File: src/sv/resp_reply_stream_parser_core_macros.svh
// Assertion helpers shared by the parser RTL. They compile to nothing for synthesis.
`ifndef RESP_REPLY_STREAM_PARSER_CORE_MACROS_SVH
`define RESP_REPLY_STREAM_PARSER_CORE_MACROS_SVH
`ifndef SYNTHESIS
// Same-cycle implication.
`define RRSP_ASSERT_IMPLY(label, clk, rst_n, ante, cons) \
	label: assert property (@(posedge clk) disable iff (!rst_n) (ante) |-> (cons)) \
		else $error("rrsp: implication check failed");
// Next-cycle implication.
`define RRSP_ASSERT_NEXT(label, clk, rst_n, ante, cons) \
	label: assert property (@(posedge clk) disable iff (!rst_n) (ante) |=> (cons)) \
		else $error("rrsp: next-cycle check failed");
`else
`define RRSP_ASSERT_IMPLY(label, clk, rst_n, ante, cons)
`define RRSP_ASSERT_NEXT(label, clk, rst_n, ante, cons)
`endif
`endif

File: src/sv/rrsp_pkg.sv
`default_nettype none
package rrsp_pkg;

	// Parse phases
	localparam logic [3:0] PH_HEAD      = 4'd0;
	localparam logic [3:0] PH_LINE      = 4'd1;
	localparam logic [3:0] PH_LEN_START = 4'd2;
	localparam logic [3:0] PH_LEN_DIG   = 4'd3;
	localparam logic [3:0] PH_CNT_START = 4'd4;
	localparam logic [3:0] PH_CNT_DIG   = 4'd5;
	localparam logic [3:0] PH_DATA      = 4'd6;
	localparam logic [3:0] PH_TAIL      = 4'd7;

	// Element types
	localparam logic [2:0] TY_ERROR  = 3'd0;
	localparam logic [2:0] TY_SIMPLE = 3'd1;
	localparam logic [2:0] TY_INT    = 3'd2;
	localparam logic [2:0] TY_BULK   = 3'd3;
	localparam logic [2:0] TY_NULL   = 3'd4;
	localparam logic [2:0] TY_OTHER  = 3'd5;

	// Reply status
	localparam logic [1:0] ST_OK   = 2'd0;
	localparam logic [1:0] ST_ERR  = 2'd1;
	localparam logic [1:0] ST_FAIL = 2'd2;

	// Characters
	localparam logic [7:0] CH_MINUS  = 8'h2D;
	localparam logic [7:0] CH_PLUS   = 8'h2B;
	localparam logic [7:0] CH_COLON  = 8'h3A;
	localparam logic [7:0] CH_DOLLAR = 8'h24;
	localparam logic [7:0] CH_STAR   = 8'h2A;
	localparam logic [7:0] CH_CR     = 8'h0D;
	localparam logic [7:0] CH_LF     = 8'h0A;
	localparam logic [7:0] CH_TAB    = 8'h09;
	localparam logic [7:0] CH_SP     = 8'h20;
	localparam logic [7:0] CH_0      = 8'h30;
	localparam logic [7:0] CH_9      = 8'h39;

	localparam logic [30:0] NUM_SAT          = 31'h7FFF_FFFF;
	localparam logic [29:0] BULK_LIMIT_RESET = 30'd33554432;

	// Result queue geometry
	localparam int FIFO_DEPTH = 4;
	localparam int PTR_W      = 2;
	localparam int CNT_W      = 3;

	typedef struct packed {
		logic [7:0] payload_byte;
		logic       has_byte;
		logic       elem_end;
		logic [2:0] elem_type;
		logic       elem_bad;
		logic [3:0] nest_depth;
		logic       reply_done;
		logic [1:0] reply_status;
	} rrsp_result_t;

	typedef struct packed {
		logic [3:0]  phase;
		logic [2:0]  cur_type;
		logic [30:0] accum;
		logic        neg;
		logic        stopped;
		logic        held_cr;
		logic [29:0] bulk_rem;
		logic [1:0]  tail;
		logic        err_seen;
	} rrsp_state_t;

	typedef struct packed {
		logic        push;
		logic        finish;
		logic        clear;
		logic [30:0] push_count;
	} rrsp_stack_op_t;

endpackage
`default_nettype wire

File: src/sv/rrsp_stack.sv
`default_nettype none
`include "resp_reply_stream_parser_core_macros.svh"
module rrsp_stack #(
	parameter int MAX_DEPTH = 8,
	localparam int DEP_W = $clog2(MAX_DEPTH + 1),
	localparam int IDX_W = (MAX_DEPTH > 1) ? $clog2(MAX_DEPTH) : 1
) (
	input  wire                      clk,
	input  wire                      arst_n,
	input  wire                      en,
	input  rrsp_pkg::rrsp_stack_op_t op,
	output logic [DEP_W-1:0]         depth,
	output logic                     fin_done
);
	import rrsp_pkg::*;

	logic [30:0]          count_q [MAX_DEPTH];
	logic [MAX_DEPTH-1:0] is_one_q;
	logic [DEP_W-1:0]     depth_q;
	logic [MAX_DEPTH-1:0] open_lvl;
	logic                 found;
	logic [IDX_W-1:0]     k;
	logic [30:0]          cnt_k;

	// Levels whose count is one close together with the top; find the highest one that stays.
	always_comb begin
		found = 1'b0;
		k = '0;
		for (int i = 0; i < MAX_DEPTH; i++) begin
			open_lvl[i] = (DEP_W'(i) < depth_q) && !is_one_q[i];
			if (open_lvl[i]) begin
				found = 1'b1;
				k = IDX_W'(i);
			end
		end
	end

	assign cnt_k    = count_q[k];
	assign fin_done = !found;
	assign depth    = depth_q;

	always_ff @(posedge clk or negedge arst_n) begin
		if (!arst_n) begin
			depth_q <= '0;
		end else if (en) begin
			if (op.clear) begin
				depth_q <= '0;
			end else if (op.push) begin
				depth_q <= depth_q + DEP_W'(1);
			end else if (op.finish) begin
				depth_q <= found ? DEP_W'(k) + DEP_W'(1) : '0;
			end
		end
	end

	always_ff @(posedge clk) begin
		if (en && op.push) begin
			count_q[depth_q[IDX_W-1:0]]  <= op.push_count;
			is_one_q[depth_q[IDX_W-1:0]] <= (op.push_count == 31'd1);
		end else if (en && op.finish && found) begin
			count_q[k]  <= cnt_k - 31'd1;
			is_one_q[k] <= (cnt_k == 31'd2);
		end
	end

	`RRSP_ASSERT_IMPLY(a_push_room, clk, arst_n, en && op.push, depth_q < DEP_W'(MAX_DEPTH))
	`RRSP_ASSERT_NEXT(a_done_empties, clk, arst_n, en && op.finish && fin_done, depth_q == '0)

endmodule
`default_nettype wire

File: src/sv/rrsp_parse.sv
`default_nettype none
module rrsp_parse #(
	parameter int MAX_DEPTH = 8,
	localparam int DEP_W = $clog2(MAX_DEPTH + 1)
) (
	input  rrsp_pkg::rrsp_state_t    st,
	input  wire [7:0]                data_byte,
	input  wire [29:0]               bulk_length_limit,
	input  wire [DEP_W-1:0]          stk_depth,
	input  wire                      fin_done,
	output rrsp_pkg::rrsp_state_t    st_next,
	output rrsp_pkg::rrsp_stack_op_t op,
	output rrsp_pkg::rrsp_result_t   res0,
	output rrsp_pkg::rrsp_result_t   res1,
	output logic [1:0]               res_n
);
	import rrsp_pkg::*;

	function automatic logic is_ws(input logic [7:0] b);
		return (b == CH_SP) || (b inside {[CH_TAB:CH_CR]});
	endfunction

	// Feed one character into the decimal reader.
	function automatic rrsp_state_t num_byte(input rrsp_state_t s, input logic [7:0] b);
		rrsp_state_t r;
		logic        digit;
		logic [34:0] prod;
		r = s;
		digit = (b >= CH_0) && (b <= CH_9);
		prod = {1'b0, s.accum, 3'b000} + {3'b000, s.accum, 1'b0} + {27'd0, b - CH_0};
		if (s.phase == PH_LEN_START || s.phase == PH_CNT_START) begin
			if (is_ws(b)) begin
				return r;
			end
			r.phase = s.phase + 4'd1;
			if (b == CH_PLUS || b == CH_MINUS) begin
				r.neg = (b == CH_MINUS);
				return r;
			end
		end
		if (digit && !s.stopped) begin
			r.accum = (prod > {4'd0, NUM_SAT}) ? NUM_SAT : prod[30:0];
		end else begin
			r.stopped = 1'b1;
		end
		return r;
	endfunction

	function automatic rrsp_result_t payload_res(input logic [7:0] b, input logic [2:0] ty,
	                                             input logic [3:0] nest);
		rrsp_result_t r;
		r = '0;
		r.payload_byte = b;
		r.has_byte = 1'b1;
		r.elem_type = ty;
		r.nest_depth = nest;
		return r;
	endfunction

	function automatic rrsp_result_t end_res(input logic [2:0] ty, input logic bad,
	                                         input logic done, input logic err,
	                                         input logic at_top, input logic [3:0] nest);
		rrsp_result_t r;
		r = '0;
		r.elem_end = 1'b1;
		r.elem_type = ty;
		r.elem_bad = bad;
		r.nest_depth = nest;
		r.reply_done = done;
		if (done) begin
			r.reply_status = (bad && at_top) ? ST_FAIL : (err ? ST_ERR : ST_OK);
		end
		return r;
	endfunction

	logic [3:0]  nest;
	logic        at_top;
	logic        fin_req;
	logic [2:0]  fin_type;
	logic        fin_bad;
	logic        neg_eff;
	logic [29:0] rem_dec;
	rrsp_state_t ns_tmp;

	assign nest   = 4'(stk_depth);
	assign at_top = (stk_depth == '0);

	always_comb begin
		st_next  = st;
		op       = '0;
		res0     = '0;
		res1     = '0;
		res_n    = 2'd0;
		fin_req  = 1'b0;
		fin_type = TY_OTHER;
		fin_bad  = 1'b0;
		neg_eff  = st.neg && (st.accum != '0);
		rem_dec  = (st.bulk_rem != '0) ? st.bulk_rem - 30'd1 : st.bulk_rem;
		ns_tmp   = num_byte(st, CH_CR);
		case (st.phase)
			PH_HEAD: begin
				st_next.held_cr = 1'b0;
				st_next.accum   = '0;
				st_next.neg     = 1'b0;
				st_next.stopped = 1'b0;
				case (data_byte)
					CH_MINUS: begin
						st_next.cur_type = TY_ERROR;
						st_next.phase    = PH_LINE;
					end
					CH_PLUS: begin
						st_next.cur_type = TY_SIMPLE;
						st_next.phase    = PH_LINE;
					end
					CH_COLON: begin
						st_next.cur_type = TY_INT;
						st_next.phase    = PH_LINE;
					end
					CH_DOLLAR: begin
						st_next.cur_type = TY_BULK;
						st_next.phase    = PH_LEN_START;
					end
					CH_STAR: begin
						st_next.cur_type = TY_OTHER;
						st_next.phase    = PH_CNT_START;
					end
					default: begin
						st_next.cur_type = TY_OTHER;
						fin_req  = 1'b1;
						fin_type = TY_OTHER;
						fin_bad  = 1'b1;
					end
				endcase
			end
			PH_LINE: begin
				if (st.held_cr) begin
					if (data_byte == CH_LF) begin
						if (st.cur_type == TY_ERROR) begin
							st_next.err_seen = 1'b1;
						end
						fin_req  = 1'b1;
						fin_type = st.cur_type;
					end else begin
						// Release the held CR, then the new byte unless it is another CR.
						res0  = payload_res(CH_CR, st.cur_type, nest);
						res_n = 2'd1;
						if (data_byte != CH_CR) begin
							st_next.held_cr = 1'b0;
							res1  = payload_res(data_byte, st.cur_type, nest);
							res_n = 2'd2;
						end
					end
				end else if (data_byte == CH_CR) begin
					st_next.held_cr = 1'b1;
				end else begin
					res0  = payload_res(data_byte, st.cur_type, nest);
					res_n = 2'd1;
				end
			end
			PH_LEN_START, PH_LEN_DIG, PH_CNT_START, PH_CNT_DIG: begin
				if (st.held_cr && data_byte == CH_LF) begin
					st_next.held_cr = 1'b0;
					if (st.phase inside {PH_LEN_START, PH_LEN_DIG}) begin
						if (neg_eff && st.accum == 31'd1) begin
							fin_req  = 1'b1;
							fin_type = TY_NULL;
						end else if (neg_eff || st.accum >= {1'b0, bulk_length_limit}) begin
							fin_req  = 1'b1;
							fin_type = TY_BULK;
							fin_bad  = 1'b1;
						end else begin
							st_next.bulk_rem = st.accum[29:0];
							st_next.tail     = 2'd2;
							st_next.phase    = (st.accum[29:0] != '0) ? PH_DATA : PH_TAIL;
						end
					end else begin
						if (neg_eff) begin
							fin_req  = 1'b1;
							fin_type = TY_OTHER;
							fin_bad  = 1'b1;
						end else if (st.accum == '0) begin
							fin_req  = 1'b1;
							fin_type = TY_OTHER;
						end else if (stk_depth >= DEP_W'(MAX_DEPTH)) begin
							// Too deep: fail the whole reply.
							res0  = end_res(TY_OTHER, 1'b1, 1'b1, 1'b0, 1'b1, nest);
							res_n = 2'd1;
							op.clear         = 1'b1;
							st_next.err_seen = 1'b0;
							st_next.phase    = PH_HEAD;
						end else begin
							op.push       = 1'b1;
							op.push_count = st.accum;
							st_next.phase = PH_HEAD;
						end
					end
				end else if (st.held_cr) begin
					// A CR not ending the line is a number character.
					st_next = ns_tmp;
					if (data_byte != CH_CR) begin
						ns_tmp.held_cr = 1'b0;
						st_next = num_byte(ns_tmp, data_byte);
					end
				end else if (data_byte == CH_CR) begin
					st_next.held_cr = 1'b1;
				end else begin
					st_next = num_byte(st, data_byte);
				end
			end
			PH_DATA: begin
				res0  = payload_res(data_byte, st.cur_type, nest);
				res_n = 2'd1;
				st_next.bulk_rem = rem_dec;
				if (rem_dec == '0) begin
					st_next.tail  = 2'd2;
					st_next.phase = PH_TAIL;
				end
			end
			PH_TAIL: begin
				if (st.tail > 2'd1) begin
					st_next.tail = st.tail - 2'd1;
				end else begin
					st_next.tail = 2'd0;
					fin_req  = 1'b1;
					fin_type = TY_BULK;
				end
			end
			default: begin
				st_next.phase   = PH_HEAD;
				st_next.held_cr = 1'b0;
			end
		endcase

		if (fin_req) begin
			st_next.held_cr = 1'b0;
			st_next.phase   = PH_HEAD;
			op.finish       = 1'b1;
			res0  = end_res(fin_type, fin_bad, fin_done, st_next.err_seen, at_top, nest);
			res_n = 2'd1;
			if (fin_done) begin
				st_next.err_seen = 1'b0;
			end
		end
	end

endmodule
`default_nettype wire

File: src/sv/rrsp_out_fifo.sv
`default_nettype none
`include "resp_reply_stream_parser_core_macros.svh"
module rrsp_out_fifo (
	input  wire                    clk,
	input  wire                    arst_n,
	input  wire [1:0]              push_n,
	input  rrsp_pkg::rrsp_result_t push0,
	input  rrsp_pkg::rrsp_result_t push1,
	output logic                   space_ok,
	output logic                   out_valid,
	input  wire                    out_ready,
	output rrsp_pkg::rrsp_result_t head
);
	import rrsp_pkg::*;

	rrsp_result_t     mem_q [FIFO_DEPTH];
	logic [PTR_W-1:0] wr_ptr_q;
	logic [PTR_W-1:0] rd_ptr_q;
	logic [CNT_W-1:0] count_q;
	logic             pop;

	// Room for the worst case of two results from one byte.
	assign space_ok  = (count_q <= CNT_W'(FIFO_DEPTH - 2));
	assign out_valid = (count_q != '0);
	assign pop       = out_valid && out_ready;
	assign head      = mem_q[rd_ptr_q];

	always_ff @(posedge clk or negedge arst_n) begin
		if (!arst_n) begin
			wr_ptr_q <= '0;
			rd_ptr_q <= '0;
			count_q  <= '0;
		end else begin
			wr_ptr_q <= wr_ptr_q + PTR_W'(push_n);
			rd_ptr_q <= rd_ptr_q + PTR_W'(pop);
			count_q  <= count_q + CNT_W'(push_n) - CNT_W'(pop);
		end
	end

	always_ff @(posedge clk) begin
		if (push_n != 2'd0) begin
			mem_q[wr_ptr_q] <= push0;
		end
		if (push_n == 2'd2) begin
			mem_q[wr_ptr_q + PTR_W'(1)] <= push1;
		end
	end

	`RRSP_ASSERT_IMPLY(a_no_overflow, clk, arst_n, push_n != 2'd0, ({1'b0, count_q} + {2'b00, push_n}) <= 4'(FIFO_DEPTH))

endmodule
`default_nettype wire

File: src/sv/resp_reply_stream_parser_core.sv
// RESP2 reply parser, one raw reply byte per input transaction.
// Input channel: in_valid / in_ready with data_byte. Output channel: out_valid /
// out_ready with the result fields (payload byte, element end, type, bad flag,
// nesting depth, reply done and status). Config channel: cfg_valid / cfg_ready
// with bulk_length_limit; cfg_ready is always high and the write is meant for
// idle periods only.
// A byte accepted into the input register is parsed from there and its results
// are written into the result queue, from which they are offered; a queue without
// room for two results holds the byte in the input register.
// Throughput: one byte per cycle while the queue has room for its results. A byte
// may produce zero, one or two results (a held CR released together with the next
// line byte); the single output port passes those results one at a time.
// Results queue in a four-entry buffer; the parse stage advances only while two
// slots are free, so with out_ready low the block keeps taking bytes until the
// input register and queue fill, then drops in_ready and holds everything.
// Reset (arst_n low, asynchronous): parser back to the head phase, array stack
// empty, error flag clear, result queue empty, bulk_length_limit 33554432.
// The count stack needs no clearing pass: entries are always pushed before use.
`default_nettype none
`include "resp_reply_stream_parser_core_macros.svh"
module resp_reply_stream_parser_core #(
	parameter int MAX_DEPTH = 8
) (
	input  wire        clk,
	input  wire        arst_n,
	input  wire        in_valid,
	output logic       in_ready,
	input  wire [7:0]  data_byte,
	input  wire        cfg_valid,
	output logic       cfg_ready,
	input  wire [29:0] bulk_length_limit,
	output logic       out_valid,
	input  wire        out_ready,
	output logic [7:0] payload_byte,
	output logic       has_byte,
	output logic       elem_end,
	output logic [2:0] elem_type,
	output logic       elem_bad,
	output logic [3:0] nest_depth,
	output logic       reply_done,
	output logic [1:0] reply_status
);
	import rrsp_pkg::*;

	localparam int DEP_W = $clog2(MAX_DEPTH + 1);

	logic             valid_s1;
	logic [7:0]       byte_s1;
	logic             fire;
	logic             space_ok;
	logic [29:0]      limit_q;
	rrsp_state_t      st_q;
	rrsp_state_t      st_next;
	rrsp_stack_op_t   op;
	rrsp_result_t     res0;
	rrsp_result_t     res1;
	rrsp_result_t     head;
	logic [1:0]       res_n;
	logic [DEP_W-1:0] stk_depth;
	logic             fin_done;

	// Parse the held byte once the queue can take both of its possible results.
	assign fire      = valid_s1 && space_ok;
	assign in_ready  = !valid_s1 || fire;
	assign cfg_ready = 1'b1;

	// Config register: bulk length at or above this value marks the element bad.
	always_ff @(posedge clk or negedge arst_n) begin
		if (!arst_n) begin
			limit_q <= BULK_LIMIT_RESET;
		end else if (cfg_valid && cfg_ready) begin
			limit_q <= bulk_length_limit;
		end
	end

	// Input register: take a new transaction whenever the held one moves on.
	always_ff @(posedge clk or negedge arst_n) begin
		if (!arst_n) begin
			valid_s1 <= 1'b0;
		end else if (in_ready) begin
			valid_s1 <= in_valid;
		end
	end

	always_ff @(posedge clk) begin
		if (in_valid && in_ready) begin
			byte_s1 <= data_byte;
		end
	end

	// Parser state advances only when the held byte is consumed.
	always_ff @(posedge clk or negedge arst_n) begin
		if (!arst_n) begin
			st_q <= '{phase: PH_HEAD, default: '0};
		end else if (fire) begin
			st_q <= st_next;
		end
	end

	rrsp_parse #(
		.MAX_DEPTH(MAX_DEPTH)
	) u_parse (
		.st               (st_q),
		.data_byte        (byte_s1),
		.bulk_length_limit(limit_q),
		.stk_depth        (stk_depth),
		.fin_done         (fin_done),
		.st_next          (st_next),
		.op               (op),
		.res0             (res0),
		.res1             (res1),
		.res_n            (res_n)
	);

	rrsp_stack #(
		.MAX_DEPTH(MAX_DEPTH)
	) u_stack (
		.clk     (clk),
		.arst_n  (arst_n),
		.en      (fire),
		.op      (op),
		.depth   (stk_depth),
		.fin_done(fin_done)
	);

	rrsp_out_fifo u_out_fifo (
		.clk      (clk),
		.arst_n   (arst_n),
		.push_n   (fire ? res_n : 2'd0),
		.push0    (res0),
		.push1    (res1),
		.space_ok (space_ok),
		.out_valid(out_valid),
		.out_ready(out_ready),
		.head     (head)
	);

	assign payload_byte = head.payload_byte;
	assign has_byte     = head.has_byte;
	assign elem_end     = head.elem_end;
	assign elem_type    = head.elem_type;
	assign elem_bad     = head.elem_bad;
	assign nest_depth   = head.nest_depth;
	assign reply_done   = head.reply_done;
	assign reply_status = head.reply_status;

	`RRSP_ASSERT_NEXT(a_s1_hold, clk, arst_n, valid_s1 && !fire, valid_s1 && $stable(byte_s1))

endmodule
`default_nettype wire

File: config.mk
export PLATFORM = sky130hd
export DESIGN_NAME = resp_reply_stream_parser_core
export DESIGN_NICKNAME = d
export VERILOG_FILES = /design/src/sv/rrsp_pkg.sv /design/src/sv/rrsp_stack.sv /design/src/sv/rrsp_parse.sv /design/src/sv/rrsp_out_fifo.sv /design/src/sv/resp_reply_stream_parser_core.sv
export VERILOG_INCLUDE_DIRS = /design/src /design/src/sv
export SDC_FILE = /design/constraint.sdc
export NUM_CORES = 1
export LEC_CHECK = 0
export CORE_UTILIZATION = 35
export DETAILED_ROUTE_END_ITERATION = 6
export DONT_BUFFER_PORTS = 1
export HOLD_SLACK_MARGIN = 0.05
export MAX_ROUTING_LAYER = met4
export PLACE_DENSITY = 0.51
export SYNTH_ARGS = -nofsm -noshare
export SYNTH_HDL_FRONTEND = slang
export SYNTH_HIERARCHICAL = 1
export SYNTH_SLANG_ARGS = --single-unit
File: constraint.sdc
create_clock -name clk -period 12.1 [get_ports clk]
set_input_delay 1.815 -clock clk [delete_from_list [all_inputs] [get_ports clk]]
set_output_delay 1.815 -clock clk [all_outputs]
set_load 0.03 [all_outputs]
==> flow_summary.json, run 1 <==
{
  "outcome": "completed",
  "initialDrtViolationCount": 1946,
  "syn_area_sq_um": 27260,
  "finalHoldViolCount": 0,
  "clk_path_buf_depth": 3,
  "ant_nets": 0,
  "core_sq_um": 76450,
  "p_leak_uw": 0.01100,
  "synth-edff-count": 348,
  "grt_pass1_wl_mm": 128.4,
  "grt_pass1_vias": 19681,
  "avgSynthCellArea_sq_um": 11.58,
  "drive_above_1_share_pct": 16.73,
  "slew_headroom_pct": 8.419,
  "yosysWarnings": 6,
  "max_freq_ghz": 0.1469,
  "worstSetupPathDepth": 13,
  "cts.reportedPaths.clkPinSlew_ns": 0.06,
  "die_w_microns": 281.1,
  "worstRegToRegCells": 13,
  "yosysSeqAreaShare_pct": 48.99,
  "cp-start-kind": "flop",
  "ir_drop_uv": 101.3,
  "rsz0062_at_grt": "no",
  "cp_num_buf_inv": 2,
  "ctsHoldBuffers": 0,
  "start_util_pct": 35.65,
  "ys_types": 106,
  "synth_seq_cells": 464,
  "area_growth_syn_to_layout_pct": 10.53,
  "grt_overflow": 0,
  "postSynthCellCount": 2353,
  "skew_ns": 0.03737,
  "crit_path_end_kind": "flop",
  "cts_made_buffers": 53,
  "die_height_microns": 281.1,
  "cp_top_family": "simple AND/OR/NAND/NOR gates",
  "vias_per_cell": 5.866,
  "io_pins": 67,
  "antenna_found_initial": 3,
  "crit_required_ns": 12.38,
  "maxCapViolations": 0,
  "post_cts_resized": 0,
  "layout.nets": 2469,
  "slowest_stage": "nor3_1",
  "grt_max_degree": 117,
  "post_cts_buffers": 0,
  "powerDensity_nw_per_um2": 138.2,
  "setup_tns_ns": 0,
  "ctsHtreeMaxLevel": 2,
  "port_buffers": 0,
  "drv_slew": 0,
  "post_drt_wl_per_cell_microns": 24.96,
  "most-common-layout-cells": "edfxtp_1 (348), a21oi_1 (170), nand2_1 (166), nor2_1 (127), dfrtp_1 (115)",
  "track_usage_pct": 22.09,
  "setup_viol": 0,
  "ff2ff_setup_slack_ns": 5.29,
  "die_area_sq_um": 79000,
  "min_delay_path_depth": 1,
  "period_share_pct": 56.28,
  "path_class": "reg2reg",
  "min_period_ns": 6.810,
  "cp_max_fo": 19,
  "hpwl_mm": 56.99,
  "clock_latency_ns": 0.63,
  "slowest_delay_ns": 1.16,
  "drc": 0,
  "crit_chain": "inv_1 -> ha_1 -> nor2b_1 -> o211a_1 -> a311oi_4 -> nor2_4 -> clkinv_1 -> mux2_2 -> a2111oi_1 -> nand3_1 -> nor3_1 -> a21oi_1 -> o31ai_1",
  "rows": 101,
  "cts.sinks": 464,
  "drt-total-wl_mm": 84.71,
  "cts_tree": "done",
  "firstDrtPassIters": 6,
  "vias": 19908,
  "min_path_type": "reg2reg",
  "ys.flop_type": "edfxtp_1",
  "synthArstFlopShare_pct": 25.00,
  "tightest_slew_ns": 1.363,
  "holdWs_ns": 0.4943,
  "root_buffer": "clkbuf_16",
  "arrival_ns": 7.09,
  "mostFrequentLayoutCell": "edfxtp_1",
  "gp_congestion": 0.9200
}
==> worst reg2reg max path, cell delays in order, from the launching register on <==
cell and delay, ns:
dfrtp_1 0.78, inv_1 0.19, ha_1 0.25, nor2b_1 0.28, o211a_1 0.49, a311oi_4 0.08, nor2_4 0.47, clkinv_1 0.55
mux2_2 0.43, a2111oi_1 0.54, nand3_1 0.34, nor3_1 1.16, a21oi_1 0.17, o31ai_1 0.75
==> registers in the layout (all words and copies together), names as in the netlist <==
name	count
u_stack/is_one_q	8
st_q	74
byte_s1	8
valid_s1	1
u_stack/count_q	248
u_out_fifo/wr_ptr_q	2
u_out_fifo/mem_q	84
u_out_fifo/rd_ptr_q	2
u_stack/depth	4
limit_q	30
u_out_fifo/count_q	3
==> cells in the mapped netlist (all sizes together), types with 15 or more instances <==
library cell	n	area, sq um
a211oi	16	120.1
a21o	18	135.1
a21oi	172	864.6
a221o	19	190.2
a22oi	17	127.6
a31oi	16	100.1
and2	63	396.6
and3	24	150.1
buf	59	461.7
clkbuf	75	281.5
dfrtp	115	2878
edfxtp	348	10450
ha	103	1289
inv	71	266.5
mux2	198	2560
mux2i	49	490.5
mux4	21	473.0
nand2	167	626.9
nand2b	15	93.84
nand3	51	255.2
nand4	31	193.9
nor2	132	508.0
nor3	57	300.3
nor4	42	290.3
o211ai	18	135.1
o21ai	112	560.5
o221ai	15	131.4
o31ai	15	112.6
or3	21	131.4
xnor2	38	332.8
xor2	24	210.2
==> power breakdown <==
part / switching, uW / total, uW / leakage [uW] / internal [uW]
Combinational: 368 / 582 / 0.00601 / 214
Sequential: 73.6 / 1860 / 0.00411 / 1790
Clock: 698 / 1720 / 0.000891 / 1020
Total: 1140 / 4160 / 0.0110 / 3020
==> cell type report <==
class                      count  area (sq um)
antenna                        3         7.507
clock buffer                  70          1450
clock inverter                30         404.1
fill                        7307         46330
inverter                      72         270.3
multi-input combinational   1687         13070
sequential                   464         13350
tap                         1030          1289
timing repair buffer          38         285.3
==> stage by stage <==
stage / cell area [sq um] / cells / total power (uW) / utilization (%) / worst slack (ns)
final: 30130 / 3394 / 4163 / 39.41 / 5.290
after global routing: 30130 / 3394 / 4313 / 39.41 / 4.784
after detailed placement: 28270 / 3291 / 2492 / 36.97 / 5.395
after CTS: 30120 / 3391 / 4222 / 39.40 / 5.358
after global placement: 28270 / 3291 / 2482 / 36.97 / 5.792
after floorplan: 27270 / 2357 / 2392 / - / 6.569
==> per-layer routing <==
layer | GRT usage, % | vias up | routed length (microns)
met1 | 30.59 | 10075 | 38600
met5 | - | - | 0
met3 | 3.350 | 105 | 5752
li1 | - | 8993 | -
met2 | 33.98 | 735 | 38680
met4 | 5.030 | 0 | 1682
==> cells by family (layout without fill, tap and decap cells) <==
logic type	Yosys count	after routing	share of synthesized area [%]
buffers and inverters	206	210	3.718
muxes	268	268	12.93
and+or+nand+nor	664	664	12.86
xor gates and xnor gates	62	62	1.992
adders and majority gates	110	110	5.242
AOI/OAI and AO/OA	577	577	14.24
other	2	9	0.02755
DFF	464	464	48.99
==> final timing paths <==
check / endpoint / start
max in group asynchronous: limit_q[25]$_DFFE_PN1P_ / arst_n
min in group asynchronous: st_q[30]$_DFFE_PN0P_ / arst_n
setup / recovery: u_stack/count_q[3][21]$_DFFE_PP_ / u_stack/depth[1]$_DFFE_PN0P_
hold reg to reg: u_out_fifo/rd_ptr_q[0]$_DFF_PN0_ / u_out_fifo/rd_ptr_q[0]$_DFF_PN0_
setup reg to reg: u_stack/count_q[3][21]$_DFFE_PP_ / u_stack/depth[1]$_DFFE_PN0P_
hold / removal: u_out_fifo/rd_ptr_q[0]$_DFF_PN0_ / u_out_fifo/rd_ptr_q[0]$_DFF_PN0_
Note: power is estimated with default switching activity, not from simulation.
==> inputs of run 2 (changes only) <==
--- a/config.mk
+++ b/config.mk
@@ -11,7 +11,7 @@
 export DONT_BUFFER_PORTS = 1
 export HOLD_SLACK_MARGIN = 0.05
 export MAX_ROUTING_LAYER = met4
-export PLACE_DENSITY = 0.51
+export PLACE_DENSITY = 0.53
 export SYNTH_ARGS = -nofsm -noshare
 export SYNTH_HDL_FRONTEND = slang
 export SYNTH_HIERARCHICAL = 1
==> constraint.sdc (replaced) <==
create_clock -name clk -period 6.07 [get_ports clk]
set_input_delay 0.9105 -clock clk [delete_from_list [all_inputs] [get_ports clk]]
set_output_delay 0.9105 -clock clk [all_outputs]
set_load 0.03 [all_outputs]
==> run 2 against run 1 <==
  * Hold slack worse by 0.37 ns
  * Clock skew is 0.0025 ns higher
  * First-iteration DRC count is 4.1% higher
  * Register-to-register slack worse by 5.0 ns
  * Critical path depth is 1 lower
  * Maximum frequency is 19% higher
  * Cell count is 1.5% higher
  * Sequential share of layout area is 0.47 points lower
  * Combinational power is 110% higher
  * Via count is 1.5% higher
  * Count of clock-buffer cells in the layout stayed put
  * Critical endpoint is now u_stack/count_q[2][27]$_DFFE_PP_
==> flow_summary.json, run 2 (same netlist as run 1, synthesis figures left out) <==
{
  "outcome": "completed",
  "rows": 101,
  "drive_above_1_share_pct": 18.39,
  "slowest_delay_ns": 0.87,
  "grt_overflow": 0,
  "p_leak_uw": 0.01121,
  "ff2ff_setup_slack_ns": 0.34,
  "hpwl_mm": 58.81,
  "multi_input_area_sq_um": 13080,
  "die_area_sq_um": 79000,
  "cts_made_buffers": 54,
  "area_growth_syn_to_layout_pct": 11.72,
  "vias_per_cell": 5.864,
  "skew_ns": 0.03989,
  "post_cts_buffers": 0,
  "grt_pass1_wl_mm": 127.5,
  "finalHoldViolCount": 0,
  "cp-start-kind": "flop",
  "globalRouteMet3Util_pct": 3.874,
  "r2r_end": "u_stack/count_q[2][27]$_DFFE_PP_",
  "antenna_found_initial": 8,
  "crit_chain": "ha_1 -> or3_1 -> a211o_1 -> a311oi_4 -> nor2_4 -> clkinv_1 -> mux2_2 -> a2111oi_1 -> nand3_1 -> nor4b_4 -> a21oi_1 -> o31ai_1",
  "ir_drop_uv": 205.9,
  "min_path_type": "in2async",
  "seq_area_sq_um": 13350,
  "maxCapViolations": 0,
  "worstRegToRegCells": 12,
  "reg2reg_from": "u_stack/depth[0]$_DFFE_PN0P_",
  "ctsHtreeMaxLevel": 2,
  "clock_latency_ns": 0.63,
  "gp_congestion": 0.9110,
  "grt_max_degree": 116,
  "path_class": "reg2reg",
  "drc": 0,
  "slew_headroom_pct": 18.28,
  "tightest_slew_ns": 1.223,
  "setup_viol": 0,
  "firstDrtPassIters": 5,
  "cts.reportedPaths.clkPinSlew_ns": 0.06,
  "top_register": "u_stack/count_q",
  "initialDrtViolationCount": 2025,
  "io_pins": 67,
  "clk_path_buf_depth": 3,
  "setup_tns_ns": 0,
  "cp_max_fo": 11,
  "post_drt_wl_per_cell_microns": 24.82,
  "max_freq_ghz": 0.1745,
  "port_buffers": 0,
  "period_share_pct": 94.43,
  "powerDensity_nw_per_um2": 265.0,
  "drt-total-wl_mm": 85.51,
  "track_usage_pct": 22.02,
  "most-common-layout-cells": "edfxtp_1 (348), a21oi_1 (170), nand2_1 (166), nor2_1 (126), dfrtp_1 (115)",
  "cp_top_family": "compound AO/OA/AOI/OAI gates",
  "core_sq_um": 76450,
  "ant_nets": 0,
  "start_util_pct": 35.65,
  "grt.busiest_layer": "met2",
  "use_met1_pct": 30.14,
  "largest_register_ffs": 248,
  "fillers": 7233,
  "crit_path_end_kind": "flop",
  "arrival_ns": 6.01,
  "drv_slew": 0,
  "mostFrequentLayoutCell": "edfxtp_1",
  "slowest_stage": "o31ai_1",
  "min_period_ns": 5.732,
  "cts.sinks": 464,
  "layout.nets": 2516,
  "root_buffer": "clkbuf_16",
  "met2_usage_pct": 33.64,
  "crit_required_ns": 6.35,
  "cts_tree": "done",
  "vias": 20202,
  "reg.largest.list": "u_stack/count_q: 248 flops, u_out_fifo/mem_q: 84 flops, st_q: 74 flops",
  "cp_num_buf_inv": 1,
  "die_w_microns": 281.1,
  "p_total_uw": 8071,
  "die_height_microns": 281.1,
  "rsz0062_at_grt": "no",
  "grt_pass1_vias": 19585
}
## run 2: changes by cell type in the layout (fill, tap and decap cells not counted), moves of 2 or more
cell and delta:
buf_4 +39, bufinv_16 -7, buf_12 +6, clkinv_2 +5, clkbuf_16 +3, clkbuf_8 -3, clkinv_1 +3, clkinvlp_4 +3
diode_2 +3, inv_6 -2
## run 2: per-layer routing
metal / share of wire (%) / wire length (microns)
met1: 45 / 38870
met2: 45 / 38530
met3: 7.1 / 6096
met4: 2.4 / 2011
met5: 0 / 0
## run 2: worst register-to-register path: stages (launching register included)
cell and delay [ns]:
dfrtp_1 0.46, ha_1 0.32, or3_1 0.39, a211o_1 0.38, a311oi_4 0.70, nor2_4 0.04, clkinv_1 0.09, mux2_2 0.34
a2111oi_1 0.71, nand3_1 0.39, nor4b_4 0.56, a21oi_1 0.14, o31ai_1 0.87
## run 2: worst max path at each step
stage	start	endpoint	slack [ns]	depth (start not counted)
after CTS	u_stack/depth[0]$_DFFE_PN0P_	u_stack/count_q[0][26]$_DFFE_PP_	0.41	12
after global placement	u_stack/depth[0]$_DFFE_PN0P_	u_stack/count_q[4][27]$_DFFE_PP_	0.67	12
after global routing	u_stack/depth[0]$_DFFE_PN0P_	u_stack/count_q[4][27]$_DFFE_PP_	0.06	12
after floorplan	byte_s1[1]$_DFFE_PP_	u_stack/count_q[0][0]$_DFFE_PP_	0.54	10
final	u_stack/depth[0]$_DFFE_PN0P_	u_stack/count_q[2][27]$_DFFE_PP_	0.34	12
after detailed placement	u_stack/depth[0]$_DFFE_PN0P_	u_stack/count_q[7][26]$_DFFE_PP_	0.42	12
## run 2: layout make-up
class / instances / share of cell area [%]
multi-input combinational: 1687 / 42.94
clock inverter: 32 / 0.7724
antenna: 6 / 0.04930
tap: 1030 / 4.232
inverter: 72 / 0.8875
clock buffer: 70 / 4.885
sequential: 464 / 43.85
timing repair buffer: 84 / 2.383
## run 2: power breakdown
part	switching [uW]	total [uW]	internal (uW)	leakage, uW
combinational	794	1230	440	0.00628
sequential	107	3670	3570	0.00411
clock	1380	3160	1780	0.000827
## run 2: per-stage QoR
stage               setup slack [ns]  instance area [sq um]  util (%)  cells  hold WS [ns]
detailed placement            0.4215                  28680     37.52   3336        0.4996
finish                        0.3379                  30450     39.83   3445        0.1233
floorplan                     0.5388                  27270         -   2357        0.4788
global placement              0.6717                  28680     37.52   3336        0.4901
global route                 0.06203                  30450     39.83   3445       0.09163
CTS                           0.4076                  30430     39.81   3439       0.08173
## run 2: repair_timing
action | CTS | global route
endpoints found under the hold margin | 115 | 0
hold buffers | 1 | 0
setup endpoints to repair | 0 | 8
gates resized for setup | 0 | 1
